**src/rtl/point_cloud_transform_colour_map_assert.svh**
```systemverilog
// Assertion macros shared by the colour map block.
// Each macro takes a label, the clock, the active-low reset, a condition and a consequence.
`ifndef POINT_CLOUD_TRANSFORM_COLOUR_MAP_ASSERT_SVH
`define POINT_CLOUD_TRANSFORM_COLOUR_MAP_ASSERT_SVH

`ifndef ASSERT_OFF
`define PCM_ASSERT_IMP(lbl, clk_i, rstn_i, ante, cons) \
	lbl: assert property (@(posedge clk_i) disable iff (!rstn_i) (ante) |-> (cons)) \
		else $error("same-cycle check failed");
`define PCM_ASSERT_NEXT(lbl, clk_i, rstn_i, ante, cons) \
	lbl: assert property (@(posedge clk_i) disable iff (!rstn_i) (ante) |=> (cons)) \
		else $error("next-cycle check failed");
`else
`define PCM_ASSERT_IMP(lbl, clk_i, rstn_i, ante, cons)
`define PCM_ASSERT_NEXT(lbl, clk_i, rstn_i, ante, cons)
`endif

`endif

```
**src/rtl/pcm_pkg.sv**
```systemverilog
package pcm_pkg;

	// colour store size in bytes
	localparam int unsigned COLOUR_BYTES = 1048576;

	// store split into four byte banks by the two low address bits
	localparam int unsigned BANKS      = 4;
	localparam int unsigned BANK_DEPTH = (COLOUR_BYTES + BANKS - 1) / BANKS;
	localparam int unsigned BANK_AW    = $clog2(BANK_DEPTH);

	// pixel address: x*bpp + y*stride, +2 for the last byte
	localparam int unsigned ADDR_W = 29;

	localparam int unsigned NUM_STAGES  = 7;
	localparam int unsigned TDATA_IN_W  = 192;
	localparam int unsigned TDATA_OUT_W = 72;
	localparam int unsigned CFG_IDX_W   = 3;
	localparam int unsigned CFG_DATA_W  = 16;

	typedef logic signed [31:0] coord_t;
	typedef logic signed [15:0] pos_t;
	typedef logic [7:0]         byte_t;

	typedef enum logic [CFG_IDX_W-1:0] {
		REG_IMAGE_WIDTH     = 3'd0,
		REG_IMAGE_HEIGHT    = 3'd1,
		REG_BYTES_PER_PIXEL = 3'd2,
		REG_ROW_STRIDE      = 3'd3,
		REG_SCALE_FACTOR    = 3'd4
	} cfg_reg_t;

	localparam logic [12:0] RST_IMAGE_WIDTH     = 13'd640;
	localparam logic [12:0] RST_IMAGE_HEIGHT    = 13'd480;
	localparam logic [2:0]  RST_BYTES_PER_PIXEL = 3'd3;
	localparam logic [14:0] RST_ROW_STRIDE      = 15'd1920;
	localparam logic [15:0] RST_SCALE_FACTOR    = 16'd1000;

	// coefficients in units of 1e-8, rounded half away from zero to Q2.30
	localparam longint Q30  = 64'sd1073741824;
	localparam longint HALF = 64'sd50000000;
	localparam longint DEN  = 64'sd100000000;

	localparam longint R00 = -((64'sd69888007 * Q30 + HALF) / DEN);
	localparam longint R01 = -((64'sd32213748 * Q30 + HALF) / DEN);
	localparam longint R02 =  ((64'sd63858757 * Q30 + HALF) / DEN);
	localparam longint R03 = -((64'sd222900000 * Q30 + HALF) / DEN);
	localparam longint R10 = -((64'sd71520905 * Q30 + HALF) / DEN);
	localparam longint R11 =  ((64'sd32290986 * Q30 + HALF) / DEN);
	localparam longint R12 = -((64'sd61984291 * Q30 + HALF) / DEN);
	localparam longint R13 =  ((64'sd291800000 * Q30 + HALF) / DEN);
	localparam longint R20 = -((64'sd653159 * Q30 + HALF) / DEN);
	localparam longint R21 = -((64'sd88991947 * Q30 + HALF) / DEN);
	localparam longint R22 = -((64'sd45607091 * Q30 + HALF) / DEN);
	localparam longint R23 =  ((64'sd36400000 * Q30 + HALF) / DEN);

	localparam coord_t ROT [3][3] = '{
		'{coord_t'(R00), coord_t'(R01), coord_t'(R02)},
		'{coord_t'(R10), coord_t'(R11), coord_t'(R12)},
		'{coord_t'(R20), coord_t'(R21), coord_t'(R22)}
	};

	// translation aligned to 46 fractional bits
	localparam logic signed [63:0] TRN [3] = '{
		R03 * 64'sd65536, R13 * 64'sd65536, R23 * 64'sd65536
	};

	localparam pos_t POS_MAX = 16'sh7fff;
	localparam pos_t POS_MIN = 16'sh8000;

	// per-stage load enables, occupancy and item kind (1 = point)
	typedef struct packed {
		logic [NUM_STAGES:1] ld;
		logic [NUM_STAGES:1] vld;
		logic [NUM_STAGES:1] pt;
	} pipe_t;

endpackage

```
**src/rtl/pcm_texaddr.sv**
```systemverilog
module pcm_texaddr (
	input  logic               clk,
	input  pcm_pkg::pipe_t     pipe,
	input  logic [12:0]        image_width,
	input  logic [12:0]        image_height,
	input  logic [2:0]         bytes_per_pixel,
	input  logic [14:0]        row_stride,
	input  pcm_pkg::coord_t    tex_s1 [2],
	output logic [pcm_pkg::ADDR_W-1:0] addr_s5
);

	import pcm_pkg::*;

	logic [12:0]        size [2];
	logic signed [45:0] tprod_s2 [2];
	logic [12:0]        coord_s3 [2];
	logic [15:0]        ax_s4;
	logic [27:0]        ay_s4;

	logic signed [45:0] p    [2];
	logic [29:0]        idx  [2];
	logic [12:0]        last [2];
	logic [12:0]        coord_d [2];

	assign size[0] = image_width;
	assign size[1] = image_height;

	always_ff @(posedge clk) begin
		if (pipe.ld[2]) begin
			for (int i = 0; i < 2; i++) begin
				tprod_s2[i] <= tex_s1[i] * $signed({1'b0, size[i]});
			end
		end
	end

	// round to the nearest pixel and clamp into the image
	always_comb begin
		for (int i = 0; i < 2; i++) begin
			p[i]    = tprod_s2[i] + 46'sd32768;
			idx[i]  = p[i][45:16];
			last[i] = size[i] - 13'd1;
			if (size[i] == 13'd0 || p[i][45]) begin
				coord_d[i] = 13'd0;
			end else if (idx[i] > {17'd0, last[i]}) begin
				coord_d[i] = last[i];
			end else begin
				coord_d[i] = idx[i][12:0];
			end
		end
	end

	always_ff @(posedge clk) begin
		if (pipe.ld[3]) begin
			coord_s3 <= coord_d;
		end
		if (pipe.ld[4]) begin
			ax_s4 <= coord_s3[0] * bytes_per_pixel;
			ay_s4 <= coord_s3[1] * row_stride;
		end
		if (pipe.ld[5]) begin
			addr_s5 <= ADDR_W'(ax_s4) + ADDR_W'(ay_s4);
		end
	end

endmodule

```
**config.mk**
```make
export PLATFORM = sky130hd
export DESIGN_NAME = pcm_texaddr
export DESIGN_NICKNAME = d
export VERILOG_FILES = /design/src/rtl/point_cloud_transform_colour_map_assert.svh /design/src/rtl/pcm_pkg.sv /design/src/rtl/pcm_texaddr.sv
export SDC_FILE = /design/constraint.sdc
export NUM_CORES = 2
export LEC_CHECK = 0
export BUFFER_PORTS_ARGS = -buffer_cell sky130_fd_sc_hd__buf_2
export CORE_MARGIN = 2
export CORE_UTILIZATION = 45
export CTS_BUF_LIST = sky130_fd_sc_hd__clkbuf_8
export DETAILED_ROUTE_END_ITERATION = 12
export MAX_ROUTING_LAYER = met4
export REMOVE_ABC_BUFFERS = 1
export SYNTH_ARGS = -nofsm -noshare
export SYNTH_HDL_FRONTEND = slang
export SYNTH_SLANG_ARGS = --single-unit
```
**constraint.sdc**
```tcl
create_clock -name clk -period 5.4 [get_ports clk]
set_input_delay 0 -clock clk [delete_from_list [all_inputs] [get_ports clk]]
set_output_delay 0 -clock clk [all_outputs]
set_load 0.02 [all_outputs]
```
==> results.toml <==
[run_status]
status = "finished with violations"
violations = "negative setup slack"

[synthesis]
ys_types = 76
netlist_area_sq_mm = 0.0438
seq_area_frac_synth_pct = 11.0
ys_ff_latch = 161
ys_warn_count = 0
syn_avg_cell_area_sq_um = 9.19
syn-instance-count = 4762
ys.flop_type = "edfxtp_1"
synthArstFlopShare_pct = 0
synth_edf_count = 161

[timing]
finalCritPeriodShare_pct = 106
slew_headroom_pct = 36.5
rsz0062_at_grt = "yes"
worstMarginPinSlew_ps = 952
slew_viol_final = 0
fin_worst_skew_ps = 13.5
hold_viol_final = 0
worst_slack_ps = -304
max_freq_ghz = 0.175
final.min_clock_period_ps = 5700
finalSetupViolCount = 2
hold-worst-slack_ps = 91.3

[routing]
drt_pass1_iterations = 6
vias = 32460
viasPerCell = 4.90
antenna_left = 0
drc = 0
avgRoutedWirePerCell_um = 15.6
wl_um = 103000
dr.first_iter.drc_count = 1661

[grt]
grt_max_degree = 63
grt_pass1_vias = 34828
antenna_found_initial = 2
grt_overflow_total = 0
grt_pass1_wl_um = 174000
grt_use_total_pct = 22.4

[job]
drv_cap = 0

[worst_setup_path]
crit_required_ps = 5680
cpMostUsedCell = "fa_1"
cp_cell_sequence = "buf_6 -> buf_12 -> and2_4 -> fa_1 -> inv_1 -> fa_1 -> inv_2 -> fa_1 -> inv_2 -> fa_2 -> fa_1 -> inv_1 -> ha_4 -> or3_4 -> a311oi_2 -> buf_4 -> o31ai_4 -> or4_4 -> a31o_4 -> a21oi_2 -> xnor2_1"
crit_buf_inv = 7
cp_slowest_stage_delay_ps = 540
cp-start-kind = "flip-flop"
end_kind = "flip-flop"
crit_type = "flip-flop to flip-flop"
cp_max_fo = 6
critical_path.slowest_cell = "fa_1"
crit_family = "adder cells"
cp.arrival_ps = 5990

[die]
die_height_um = 316
die_area_sq_mm = 0.0997
initial_core_util_pct = 45.3
io_pins = 159
coreArea_sq_mm = 0.0966
fp.dieW_um = 316
rows = 114

[cts]
clock_latency_ps = 540
cts_tree = "built"
clk_path_buf_depth = 2
cts.sinks = 161
root_buffer = "clkbuf_8"
path_clk_slew_ps = 80
cts.htree.levels = 4
cts_buffers = 17

[placed_design]
gp_congestion = 0.892
place.port_buffers = 141
dp.final_hpwl_um = 89800
place_area_sq_mm = 0.0498

[finish]
final_layout_size_suffix_gt1_share_pct = 17.9
area_growth_pct = 17.4
num-nets-final = 6708
design_area_sq_mm = 0.0514

[min_path]
hp-class = "primary input to flip-flop"
what timing repair did:
item / CTS / global route
hold buffers: 3 / 0
setup buffers: 7 / 18
cloned: 0 / 1
gates resized for setup: 51 / 186
pin swaps: 32 / 91
endpoints found under the setup margin: 42 / 52
hold endpoints to repair: 56 / 0
cell families (layout without fill, tap and decap cells):
logic type | after synthesis | in the layout | share of synthesized area (%)
simple gates | 1495 | 1495 | 17.0
fa+ha+maj | 1252 | 1252 | 51.4
compound gates | 369 | 369 | 5.60
buf+inv | 1298 | 1875 | 11.2
other cells | 0 | 3 | 0
mux | 7 | 7 | 0.174
xor+xnor | 180 | 180 | 3.60
flops | 161 | 161 | 11.0
worst register-to-register path: cells and delay by family, from the launching register on:
| kind | cells | cell delay (ps) |
|---|---|---|
| adders and majority gates | 6 | 2670 |
| and+or+nand+nor | 3 | 930 |
| AOI/OAI and AO/OA | 4 | 670 |
| buffers and inverters | 7 | 670 |
| DFF | 1 | 470 |
| xor gates and xnor gates | 1 | 70 |
metal layers:
layer | vias up | routed length (um) | GRT usage [%]
met4 | 0 | 1830 | 4.42
met1 | 16205 | 48200 | 30.4
met3 | 116 | 4710 | 2.72
met5 | - | 0 | -
li1 | 15451 | - | -
met2 | 688 | 48300 | 36.4
flip-flops by register name, indices dropped and copies added, names as in the netlist:
signal,count
addr_s5,29
tprod_s2,62
coord_s3,26
ay_s4,28
ax_s4,16
cell type report:
type	instances	area, sq um
inverters	1092	4100
diodes	3	7.51
flip-flops and latches	161	4830
multi-input cells	3303	34800
repair buffers	751	5680
well taps	1276	1600
clock buffers	17	234
fillers	8980	45200
clock inverters	15	114
stage by stage:
| step | worst slack (ps) | util, % | std cells | setup TNS [ps] |
|---|---|---|---|---|
| 6_report | -304 | 53.2 | 6618 | -509 |
| 5_1_grt | -526 | 53.2 | 6617 | -2650 |
| 4_1_cts | -381 | 52.3 | 6599 | -476 |
| 3_5_place_dp | -853 | 51.6 | 6557 | -34490 |
| 3_3_place_gp | -842 | 51.6 | 6557 | -33200 |
| 2_1_floorplan | -352 | - | 4556 | -1150 |
cell usage in the layout (no fill, tap or decap), types with 36 or more instances in the layout:
master / n
a21o_1: 54
a21oi_1: 81
and2_1: 504
buf_2: 124
buf_4: 573
edfxtp_1: 161
fa_1: 895
ha_1: 322
inv_1: 1079
nand2_1: 634
nand3_1: 46
nor2_1: 123
nor3_1: 36
o21ai_0: 44
xnor2_1: 128
xor2_1: 52
synth_stat cells (28+ instances only):
| library cell | instances | share of area [%] |
|---|---|---|
| and2_1 | 515 | 7.4 |
| a21oi_1 | 101 | 1.2 |
| clkbuf_1 | 197 | 1.7 |
| nor2_1 | 127 | 1.1 |
| xor2_1 | 52 | 1.0 |
| nor3_1 | 42 | 0.48 |
| xnor2_1 | 128 | 2.6 |
| edfxtp_1 | 161 | 11 |
| fa_1 | 910 | 42 |
| nand2_1 | 642 | 5.5 |
| ha_1 | 342 | 9.8 |
| a21o_1 | 54 | 0.93 |
| o21ai_0 | 62 | 0.71 |
| nand4_1 | 28 | 0.40 |
| inv_1 | 1092 | 9.4 |
| a211oi_1 | 28 | 0.48 |
| nand3_1 | 49 | 0.56 |
worst paths after layout:
check	startpoint	endpoint	slack, ps	cells after the start
max	coord_s3[7]	ay_s4[27]	-300	21
max reg2reg	coord_s3[7]	ay_s4[27]	-300	21
min reg2reg	ay_s4[0]	addr_s5[0]	550	1
min	bytes_per_pixel[1]	ax_s4[1]	90	3
Power is not shown: default switching activity piles up to over one toggle a cycle in this logic, so the estimate is an artifact.
